### src/rtl/core/tmrle_pkg.sv
// shared types and constants for the tone-mapped run-length encoder
// film curve knot tables, neutral weights, byte scale and queue item type
// no dependencies
package tmrle_pkg;

	localparam int CURVE_KNOTS = 17;
	localparam int SEG_W       = $clog2(CURVE_KNOTS);
	localparam int KNOT_W      = 17;
	// widest knot spacing on input fits 14 bits, widest rise on output 13 bits
	localparam int DX_W        = 14;
	localparam int DY_W        = 13;
	localparam int QUOT_W      = DY_W;
	localparam int NUM_W       = DX_W + DY_W;
	localparam int PROD_W      = 41;

	localparam logic [15:0] W_RED   = 16'd19661;
	localparam logic [15:0] W_GREEN = 16'd38666;
	localparam logic [15:0] W_BLUE  = 16'd7209;
	// 255.9999 in q16
	localparam logic [23:0] BYTE_SCALE = 24'd16777209;

	localparam logic [1:0] FILT_RED     = 2'd0;
	localparam logic [1:0] FILT_GREEN   = 2'd1;
	localparam logic [1:0] FILT_BLUE    = 2'd2;
	localparam logic [1:0] FILT_NEUTRAL = 2'd3;

	localparam logic [KNOT_W-1:0] KNOT_IN [CURVE_KNOTS] = '{
		17'd0, 17'd26, 17'd52, 17'd118, 17'd216, 17'd400, 17'd780, 17'd1324, 17'd2444,
		17'd4260, 17'd7406, 17'd13042, 17'd19661, 17'd28312, 17'd39059, 17'd50266,
		17'd65536
	};
	localparam logic [KNOT_W-1:0] KNOT_OUT [CURVE_KNOTS] = '{
		17'd0, 17'd3867, 17'd7995, 17'd12059, 17'd16187, 17'd20316, 17'd24445, 17'd28508,
		17'd32637, 17'd36766, 17'd40894, 17'd44958, 17'd49086, 17'd53215, 17'd57344,
		17'd61407, 17'd65536
	};

	localparam int QUEUE_DEPTH = 4;
	localparam int QPTR_W      = $clog2(QUEUE_DEPTH);

	typedef struct packed {
		logic [7:0] value;
		logic       eol;
	} tmrle_item_t;

endpackage

### src/rtl/core/tmrle_front.sv
// front end: accepts a pixel, forms the filter value and maps it through the film curve
// to a byte; uses tmrle_pkg, feeds tmrle_fifo
module tmrle_front import tmrle_pkg::*; #(
	parameter int COLOR_FRAC_BITS = 14
) (
	input  logic        clk,
	input  logic        arst_n,
	input  logic [1:0]  filter_select,
	input  logic        in_valid,
	output logic        in_stall,
	input  logic [15:0] red,
	input  logic [15:0] green,
	input  logic [15:0] blue,
	input  logic        end_of_line,
	output logic        push,
	output tmrle_item_t item,
	input  logic        full
);

	localparam int CNT_W = $clog2(QUOT_W + 1);

	typedef enum logic [2:0] {
		ST_IDLE, ST_MUL, ST_ADD, ST_SEG, ST_PROD, ST_DIV, ST_SCALE, ST_PUSH
	} state_t;

	state_t              state_q;
	logic [1:0]          sel_q;
	logic [15:0]         red_q, green_q, blue_q;
	logic                eol_q;
	logic [31:0]         tr_q, tg_q, tb_q;
	logic                sat_q;
	logic [15:0]         y16_q;
	logic [DX_W-1:0]     d_q, dx_q, rem_q;
	logic [DY_W-1:0]     dy_q;
	logic [KNOT_W-1:0]   y0_q;
	logic [QUOT_W-1:0]   num_q, quot_q;
	logic [CNT_W-1:0]    cnt_q;
	logic [PROD_W-1:0]   prod_q;

	logic [31:0]         sum_c;
	logic [32:0]         one_c;
	logic [SEG_W-1:0]    seg_c, seg_nx_c;
	logic [KNOT_W-1:0]   x0_c, dx_full_c, dy_full_c, d_full_c, out16_c;
	logic [NUM_W-1:0]    num_c;
	logic [DX_W:0]       rem_sh_c, rem_sub_c;
	logic                ge_c;

	assign one_c = 33'(1) << (COLOR_FRAC_BITS + 16);

	always_comb begin
		case (sel_q)
			FILT_RED:   sum_c = {red_q, 16'h0000};
			FILT_GREEN: sum_c = {green_q, 16'h0000};
			FILT_BLUE:  sum_c = {blue_q, 16'h0000};
			default:    sum_c = tr_q + tg_q + tb_q;
		endcase
	end

	// last knot at or below the filter value picks the segment
	always_comb begin
		seg_c = '0;
		for (int i = 1; i < CURVE_KNOTS - 1; i++) begin
			if ({1'b0, y16_q} >= KNOT_IN[i])
				seg_c = SEG_W'(i);
		end
	end

	assign seg_nx_c  = seg_c + 1'b1;
	assign x0_c      = KNOT_IN[seg_c];
	assign dx_full_c = KNOT_IN[seg_nx_c] - x0_c;
	assign dy_full_c = KNOT_OUT[seg_nx_c] - KNOT_OUT[seg_c];
	assign d_full_c  = {1'b0, y16_q} - x0_c;

	assign num_c = NUM_W'(d_q) * NUM_W'(dy_q);

	// one quotient bit per cycle, restoring
	assign rem_sh_c  = {rem_q, num_q[QUOT_W-1]};
	assign ge_c      = rem_sh_c >= {1'b0, dx_q};
	assign rem_sub_c = rem_sh_c - {1'b0, dx_q};

	assign out16_c = y0_q + ((dx_q != '0) ? KNOT_W'(quot_q) : '0);

	assign in_stall   = (state_q != ST_IDLE);
	assign push       = (state_q == ST_PUSH) && !full;
	assign item.value = sat_q ? 8'hFF : prod_q[39:32];
	assign item.eol   = eol_q;

	always_ff @(posedge clk or negedge arst_n) begin
		if (!arst_n) begin
			state_q <= ST_IDLE;
		end else begin
			case (state_q)
				ST_IDLE: begin
					if (in_valid) begin
						sel_q   <= filter_select;
						red_q   <= red;
						green_q <= green;
						blue_q  <= blue;
						eol_q   <= end_of_line;
						state_q <= ST_MUL;
					end
				end
				ST_MUL: begin
					tr_q    <= 32'(red_q) * 32'(W_RED);
					tg_q    <= 32'(green_q) * 32'(W_GREEN);
					tb_q    <= 32'(blue_q) * 32'(W_BLUE);
					state_q <= ST_ADD;
				end
				ST_ADD: begin
					sat_q   <= {1'b0, sum_c} >= one_c;
					y16_q   <= 16'(sum_c >> COLOR_FRAC_BITS);
					state_q <= ST_SEG;
				end
				ST_SEG: begin
					d_q     <= DX_W'(d_full_c);
					dx_q    <= DX_W'(dx_full_c);
					dy_q    <= DY_W'(dy_full_c);
					y0_q    <= KNOT_OUT[seg_c];
					state_q <= ST_PROD;
				end
				ST_PROD: begin
					// quotient stays below dy, so the top bits already sit under dx
					rem_q   <= num_c[NUM_W-1:QUOT_W];
					num_q   <= num_c[QUOT_W-1:0];
					quot_q  <= '0;
					cnt_q   <= '0;
					state_q <= ST_DIV;
				end
				ST_DIV: begin
					rem_q  <= ge_c ? rem_sub_c[DX_W-1:0] : rem_sh_c[DX_W-1:0];
					quot_q <= {quot_q[QUOT_W-2:0], ge_c};
					num_q  <= {num_q[QUOT_W-2:0], 1'b0};
					cnt_q  <= cnt_q + 1'b1;
					if (cnt_q == CNT_W'(QUOT_W - 1))
						state_q <= ST_SCALE;
				end
				ST_SCALE: begin
					prod_q  <= PROD_W'(out16_c) * PROD_W'(BYTE_SCALE);
					state_q <= ST_PUSH;
				end
				ST_PUSH: begin
					if (!full)
						state_q <= ST_IDLE;
				end
				default: state_q <= ST_IDLE;
			endcase
		end
	end

endmodule

### src/rtl/core/tmrle_fifo.sv
// short queue of tone-mapped bytes between the front end and the run coder
// uses tmrle_pkg for the item type and depth
module tmrle_fifo import tmrle_pkg::*; (
	input  logic        clk,
	input  logic        arst_n,
	input  logic        push,
	input  tmrle_item_t wr_item,
	output logic        full,
	input  logic        pop,
	output tmrle_item_t rd_item,
	output logic        empty
);

	tmrle_item_t       mem_q [QUEUE_DEPTH];
	logic [QPTR_W-1:0] wr_ptr_q, rd_ptr_q;
	logic [QPTR_W:0]   fill_q;

	assign full    = (fill_q == (QPTR_W + 1)'(QUEUE_DEPTH));
	assign empty   = (fill_q == '0);
	assign rd_item = mem_q[rd_ptr_q];

	always_ff @(posedge clk) begin
		if (push)
			mem_q[wr_ptr_q] <= wr_item;
	end

	always_ff @(posedge clk or negedge arst_n) begin
		if (!arst_n) begin
			wr_ptr_q <= '0;
			rd_ptr_q <= '0;
			fill_q   <= '0;
		end else begin
			if (push)
				wr_ptr_q <= wr_ptr_q + 1'b1;
			if (pop)
				rd_ptr_q <= rd_ptr_q + 1'b1;
			case ({push, pop})
				2'b10:   fill_q <= fill_q + 1'b1;
				2'b01:   fill_q <= fill_q - 1'b1;
				default: fill_q <= fill_q;
			endcase
		end
	end

endmodule

### src/rtl/core/tmrle_rle.sv
// back end: merges equal bytes into (value, count) runs and drives the output channel
// uses tmrle_pkg, pops from tmrle_fifo
module tmrle_rle import tmrle_pkg::*; (
	input  logic        clk,
	input  logic        arst_n,
	input  tmrle_item_t rd_item,
	input  logic        empty,
	output logic        pop,
	output logic        out_valid,
	input  logic        out_stall,
	output logic [7:0]  run_value,
	output logic [7:0]  run_count,
	output logic        last_of_line
);

	logic [7:0] cur_value_q, cur_count_q;
	logic       run_open_q;
	logic       out_valid_q;
	logic [7:0] out_value_q, out_count_q;
	logic       out_last_q;
	logic       pend_valid_q;
	logic [7:0] pend_value_q, pend_count_q;

	logic       out_free_c, extend_c, close_c;
	logic [7:0] new_value_c, new_count_c;

	assign out_free_c = !out_valid_q || !out_stall;
	assign pop        = out_free_c && !pend_valid_q && !empty;

	assign extend_c    = run_open_q && (rd_item.value == cur_value_q) && (cur_count_q != 8'hFF);
	assign close_c     = run_open_q && !extend_c;
	assign new_value_c = extend_c ? cur_value_q : rd_item.value;
	assign new_count_c = extend_c ? cur_count_q + 1'b1 : 8'd1;

	assign out_valid    = out_valid_q;
	assign run_value    = out_value_q;
	assign run_count    = out_count_q;
	assign last_of_line = out_last_q;

	always_ff @(posedge clk or negedge arst_n) begin
		if (!arst_n) begin
			cur_value_q  <= '0;
			cur_count_q  <= '0;
			run_open_q   <= 1'b0;
			out_valid_q  <= 1'b0;
			pend_valid_q <= 1'b0;
		end else if (out_free_c) begin
			if (pend_valid_q) begin
				// end-of-line run held back behind the closed run
				out_valid_q  <= 1'b1;
				out_value_q  <= pend_value_q;
				out_count_q  <= pend_count_q;
				out_last_q   <= 1'b1;
				pend_valid_q <= 1'b0;
			end else if (!empty) begin
				if (rd_item.eol) begin
					cur_value_q <= '0;
					cur_count_q <= '0;
					run_open_q  <= 1'b0;
				end else begin
					cur_value_q <= new_value_c;
					cur_count_q <= new_count_c;
					run_open_q  <= 1'b1;
				end
				if (close_c) begin
					out_valid_q  <= 1'b1;
					out_value_q  <= cur_value_q;
					out_count_q  <= cur_count_q;
					out_last_q   <= 1'b0;
					pend_valid_q <= rd_item.eol;
					pend_value_q <= new_value_c;
					pend_count_q <= new_count_c;
				end else if (rd_item.eol) begin
					out_valid_q <= 1'b1;
					out_value_q <= new_value_c;
					out_count_q <= new_count_c;
					out_last_q  <= 1'b1;
				end else begin
					out_valid_q <= 1'b0;
				end
			end else begin
				out_valid_q <= 1'b0;
			end
		end
	end

endmodule

### src/rtl/core/tone_mapped_run_length_encoder_top.sv
// Tone-mapped run-length encoder.
// Input channel (in_valid / in_stall): one pixel per transaction, red, green and blue
// in unsigned fixed point with 2^COLOR_FRAC_BITS = 1.0, end_of_line on the last pixel.
// Output channel (out_valid / out_stall): (run_value, run_count) pairs, last_of_line set
// on the final pair of a scanline. A pixel yields zero, one or two pairs.
// Configuration channel (cfg_valid / cfg_ready): writes filter_select, 0 red, 1 green,
// 2 blue, 3 neutral weighted sum. Always ready; write only while the block is idle.
// The front end works on one pixel at a time, its pace set mostly by the serial divider
// of the curve interpolation. A 4-entry queue lets the front end move on to the next
// pixel while the run coder waits on the receiver.
// A run's pair passes from the front end through the queue into the output register
// once the pixel that closes it is taken by the run coder and the output is free.
// When out_stall is high the pair and the one behind it are held; once the queue is full
// the front end holds its byte and in_stall stays high.
// Reset clears the queue, the open run and filter_select (red); no clearing pass.
module tone_mapped_run_length_encoder_top import tmrle_pkg::*; #(
	parameter int COLOR_FRAC_BITS = 14
) (
	input  logic        clk,
	input  logic        arst_n,
	input  logic        cfg_valid,
	output logic        cfg_ready,
	input  logic [1:0]  filter_select,
	input  logic        in_valid,
	output logic        in_stall,
	input  logic [15:0] red,
	input  logic [15:0] green,
	input  logic [15:0] blue,
	input  logic        end_of_line,
	output logic        out_valid,
	input  logic        out_stall,
	output logic [7:0]  run_value,
	output logic [7:0]  run_count,
	output logic        last_of_line
);

	logic [1:0]  filter_select_q;
	logic        push, full, pop, empty;
	tmrle_item_t wr_item, rd_item;

	assign cfg_ready = 1'b1;

	always_ff @(posedge clk or negedge arst_n) begin
		if (!arst_n) begin
			filter_select_q <= FILT_RED;
		end else if (cfg_valid) begin
			filter_select_q <= filter_select;
		end
	end

	tmrle_front #(
		.COLOR_FRAC_BITS(COLOR_FRAC_BITS)
	) u_front (
		.clk          (clk),
		.arst_n       (arst_n),
		.filter_select(filter_select_q),
		.in_valid     (in_valid),
		.in_stall     (in_stall),
		.red          (red),
		.green        (green),
		.blue         (blue),
		.end_of_line  (end_of_line),
		.push         (push),
		.item         (wr_item),
		.full         (full)
	);

	tmrle_fifo u_fifo (
		.clk    (clk),
		.arst_n (arst_n),
		.push   (push),
		.wr_item(wr_item),
		.full   (full),
		.pop    (pop),
		.rd_item(rd_item),
		.empty  (empty)
	);

	tmrle_rle u_rle (
		.clk         (clk),
		.arst_n      (arst_n),
		.rd_item     (rd_item),
		.empty       (empty),
		.pop         (pop),
		.out_valid   (out_valid),
		.out_stall   (out_stall),
		.run_value   (run_value),
		.run_count   (run_count),
		.last_of_line(last_of_line)
	);

endmodule
### config.mk
export PLATFORM = sky130hd
export DESIGN_NAME = tone_mapped_run_length_encoder_top
export DESIGN_NICKNAME = d
export VERILOG_FILES = /design/src/rtl/core/tmrle_pkg.sv /design/src/rtl/core/tmrle_front.sv /design/src/rtl/core/tmrle_fifo.sv /design/src/rtl/core/tmrle_rle.sv /design/src/rtl/core/tone_mapped_run_length_encoder_top.sv
export SDC_FILE = /design/constraint.sdc
export NUM_CORES = 2
export LEC_CHECK = 0
export ABC_AREA = 1
export BUFFER_PORTS_ARGS = -buffer_cell sky130_fd_sc_hd__buf_4
export CORE_MARGIN = 2
export CORE_UTILIZATION = 34
export DETAILED_ROUTE_END_ITERATION = 7
export PLACE_DENSITY_LB_ADDON = 0.15
export SYNTH_ARGS = -nofsm -noshare
export SYNTH_HDL_FRONTEND = slang
export SYNTH_SLANG_ARGS = --single-unit
### constraint.sdc
create_clock -name clk -period 8.7 [get_ports clk]
set_clock_uncertainty 0.15 [all_clocks]
set_input_delay 0.87 -clock clk [delete_from_list [all_inputs] [get_ports clk]]
set_output_delay 0.87 -clock clk [all_outputs]
set_load 0.01 [all_outputs]
==> metrics <==
worst min path class in -> async; Starting Density 34.4%; worst setup path category reg -> reg; multi-input logic area 0.0276 mm²; Diodes inserted 0; 1st-iter DRT viols ~1.5k; Fillers 12.5k; post-cts hold buffer count 0; Synth Instances 4,488; Adder-Cell Fraction of Synth Area 41.3%; compound-gate portion of the synthesized area between 8 and 9%; Worst Setup End Kind register; I/O pin cnt 76; TritonCTS clock tree built; fin crit period between 8 and 9 ns; r2r endpoint u_front.prod_q[39]$_DFFE_PP_; R2R cell count 42; max_slew headroom 25.6%; post-route setup slack 0.491 ns; I/O Buffers 74; Arr. time, crit path 8.44 ns; CP max FO 5; Seq/Total Area, Yosys between 20% and 30%; Worst Path Required 8.93 ns; initial antenna violation count 0; Synth Area in Simple Gates a little under an eighth; placed cell count 6,178; CP most frequent cell inv_1; Worst setup SP type register; status finished clean; synth unique cells 64; GPL Wtd Cong 0.863; total global routing track utilization 17.7%; via count 29.9k; global-route wire length before repair 175,000 µm; global route overflow 0; row count 128; routed len/inst 17.4 µm; most common cell after layout, fill and taps aside inv_1; Num CTS Buffers between 40 and 50; multiplexer area fraction after synthesis 0.0536%; crit-path leading delay family adder cells; Slew @ Worst Pin roughly 1.1 ns; clk slew on worst S/H paths 0.07 ns; Nets between 5k and 6k; Setup violations, final 0; core area approximately 0.12 mm²; Mean Syn Cell Area 9.36 µm²; Vias/cell about 4.8; post-DP HPWL 90,900 µm; fmax 0.122 GHz; die area 0.126 mm²; R2R Path Start u_front.dx_q[11]$_DFFE_PP_; root buffer cell clkbuf_16; number of global-route vias before repair 31.3k; synthesis-to-layout area growth 11.1%; TritonRoute pass-1 iters 5; placed instance area 0.0448 mm²; register area ~0.011 mm²; R2R Setup Slk 0.49 ns; CP max stage cell fa_2; die height 356 µm; Residual DRC 0; CP Buf/Inv Count 10; largest net degree at the start of global routing 51; EDFF count, synth between 300 and 400; Post-synth ARST share 8.59%; Max Slew Vio Count 0; Fin. Hold Viols 0; Skew-Pair Late Insertion Delay 0.64 ns; commonest non-fill, non-tap cells in the layout 971 x inv_1, 702 x nand2_1, 651 x ha_1; #FFs+latches synth 361; fin area 0.0467 mm²; Synthesized Nets 5,657; xor/xnor cell area share of the yosys netlist between 3 and 4%; max cap viols 0; Netlist Area Pre-Place between 0.04 and 0.05 mm²; Primary FF master, synth edfxtp_1; largest family of logic cells by synthesized area adder cells; H-tree Lvls 2; worst hold slack between 0.05 and 0.06 ns; fraction of layout cells with a size suffix above 1 7.04%; Num Clock Sinks 361; Final ANT Viol Nets 0; Max Root-Sink Buffers 3; Yosys warnings 0; final period utilization 94.4%; Die X-Extent 356 µm; Layout Cells excl Fill 6,269; Critical Path Max Stage Delay 0.64 ns; pre-CTS setup slack -0.0109 ns; drt total wl about 110,000 µm
-- per-stage QoR --
| stage | utilization [%] | TNS [ns] |
|---|---|---|
| after global routing | 38.2 | -0.0353 |
| after CTS | 38.0 | 0 |
| after floorplan | - | 0 |
| final | 38.2 | 0 |
| after detailed placement | 36.6 | -0.0109 |
| after global placement | 36.6 | 0 |
-- per-layer routing --
layer | share of wire [%] | vias to the layer above | track usage (%) | wire, µm
li1 | - | 14800 | - | -
met1 | 45 | 14600 | 22.9 | 49200
met2 | 50 | 390 | 31.7 | 55000
met3 | 2.7 | 109 | 1.90 | 2920
met4 | 2.0 | 0 | 3.67 | 2150
met5 | 0 | - | 0 | 0
-- cell usage after synthesis, types with 5 or more instances --
cell type | number | share of area [%]
nor3_1 | 32 | 0.38
a31oi_1 | 30 | 0.45
a221oi_1 | 16 | 0.33
nor2_2 | 7 | 0.10
a21oi_1 | 279 | 3.3
ha_1 | 655 | 20
a21boi_1 | 5 | 0.089
o221ai_1 | 5 | 0.10
a21o_1 | 10 | 0.18
o211ai_1 | 9 | 0.16
a211oi_1 | 8 | 0.14
or2_2 | 15 | 0.22
xnor2_1 | 58 | 1.2
inv_1 | 977 | 8.7
o21bai_1 | 21 | 0.38
clkbuf_1 | 44 | 0.39
a21oi_2 | 5 | 0.10
o21ai_1 | 14 | 0.17
nand4_1 | 29 | 0.43
fa_1 | 458 | 22
nand2_2 | 10 | 0.15
o21a_1 | 6 | 0.11
nand2_1 | 706 | 6.3
nand3_1 | 105 | 1.3
edfxtp_1 | 330 | 24
nor2_1 | 223 | 2.0
o22ai_1 | 16 | 0.24
buf_2 | 5 | 0.060
o21ai_0 | 160 | 1.9
dfrtp_1 | 31 | 1.8
nor4_1 | 11 | 0.16
xor2_1 | 124 | 2.6
inv_2 | 15 | 0.13
-- repair_timing --
item                                   CTS  global route
setup buffers                            0             4
endpoints found under the hold margin    0             0
setup endpoints to repair                1             8
pin swaps                                1            13
gates resized for setup                  1            43
-- flip-flops by register name (all words and copies together), names as in the netlist, 4 cells and up --
| register | flops |
|---|---|
| u_front.tr_q | 31 |
| u_rle.pend_value_q | 8 |
| u_front.red_q | 16 |
| u_front.dx_q | 14 |
| u_front.d_q | 14 |
| u_front.green_q | 16 |
| u_front.y0_q | 10 |
| u_fifo.mem_q | 36 |
| u_front.tb_q | 29 |
| u_front.num_q | 13 |
| u_front.tg_q | 31 |
| u_front.prod_q | 8 |
| u_front.rem_q | 14 |
| u_front.y16_q | 16 |
| u_front.quot_q | 13 |
| u_front.blue_q | 16 |
| u_rle.run_count | 8 |
| u_rle.cur_count_q | 8 |
| u_front.dy_q | 12 |
| u_rle.cur_value_q | 8 |
| u_front.cnt_q | 4 |
| u_rle.pend_count_q | 8 |
| u_rle.run_value | 8 |
-- how the worst max path moves through the flow --
stage	start	endpoint	slack, ns	cells past startpoint
after floorplan	u_front.dx_q[1]$_DFFE_PP_	u_front.prod_q[39]$_DFFE_PP_	0.02	41
after global placement	u_front.dx_q[11]$_DFFE_PP_	u_front.prod_q[39]$_DFFE_PP_	0.06	42
after detailed placement	u_front.dx_q[11]$_DFFE_PP_	u_front.prod_q[39]$_DFFE_PP_	-0.01	40
after CTS	u_front.dx_q[11]$_DFFE_PP_	u_front.prod_q[39]$_DFFE_PP_	0.04	40
after global routing	u_front.dx_q[11]$_DFFE_PP_	u_front.prod_q[39]$_DFFE_PP_	-0.04	43
final	u_front.dx_q[11]$_DFFE_PP_	u_front.prod_q[39]$_DFFE_PP_	0.49	42
-- logic make-up after synthesis --
family | after synthesis
AOI/OAI and AO/OA | 620
xor gates and xnor gates | 182
adders and majority gates | 1113
buffers and inverters | 1051
DFF | 361
muxes | 2
other | 1
and+or+nand+nor | 1158
-- layout make-up --
class	instances	share of cell area (%)
multi-input cells	3076	59.1
flip-flops and latches	361	22.9
inverters	995	8.00
well taps	1625	4.36
clock buffers	58	2.72
repair buffers	125	2.01
clock inverters	29	0.911
Power is left out: the tool's default activity adds up to more than one toggle a clock period on the data nets, which glitch-free logic cannot reach.
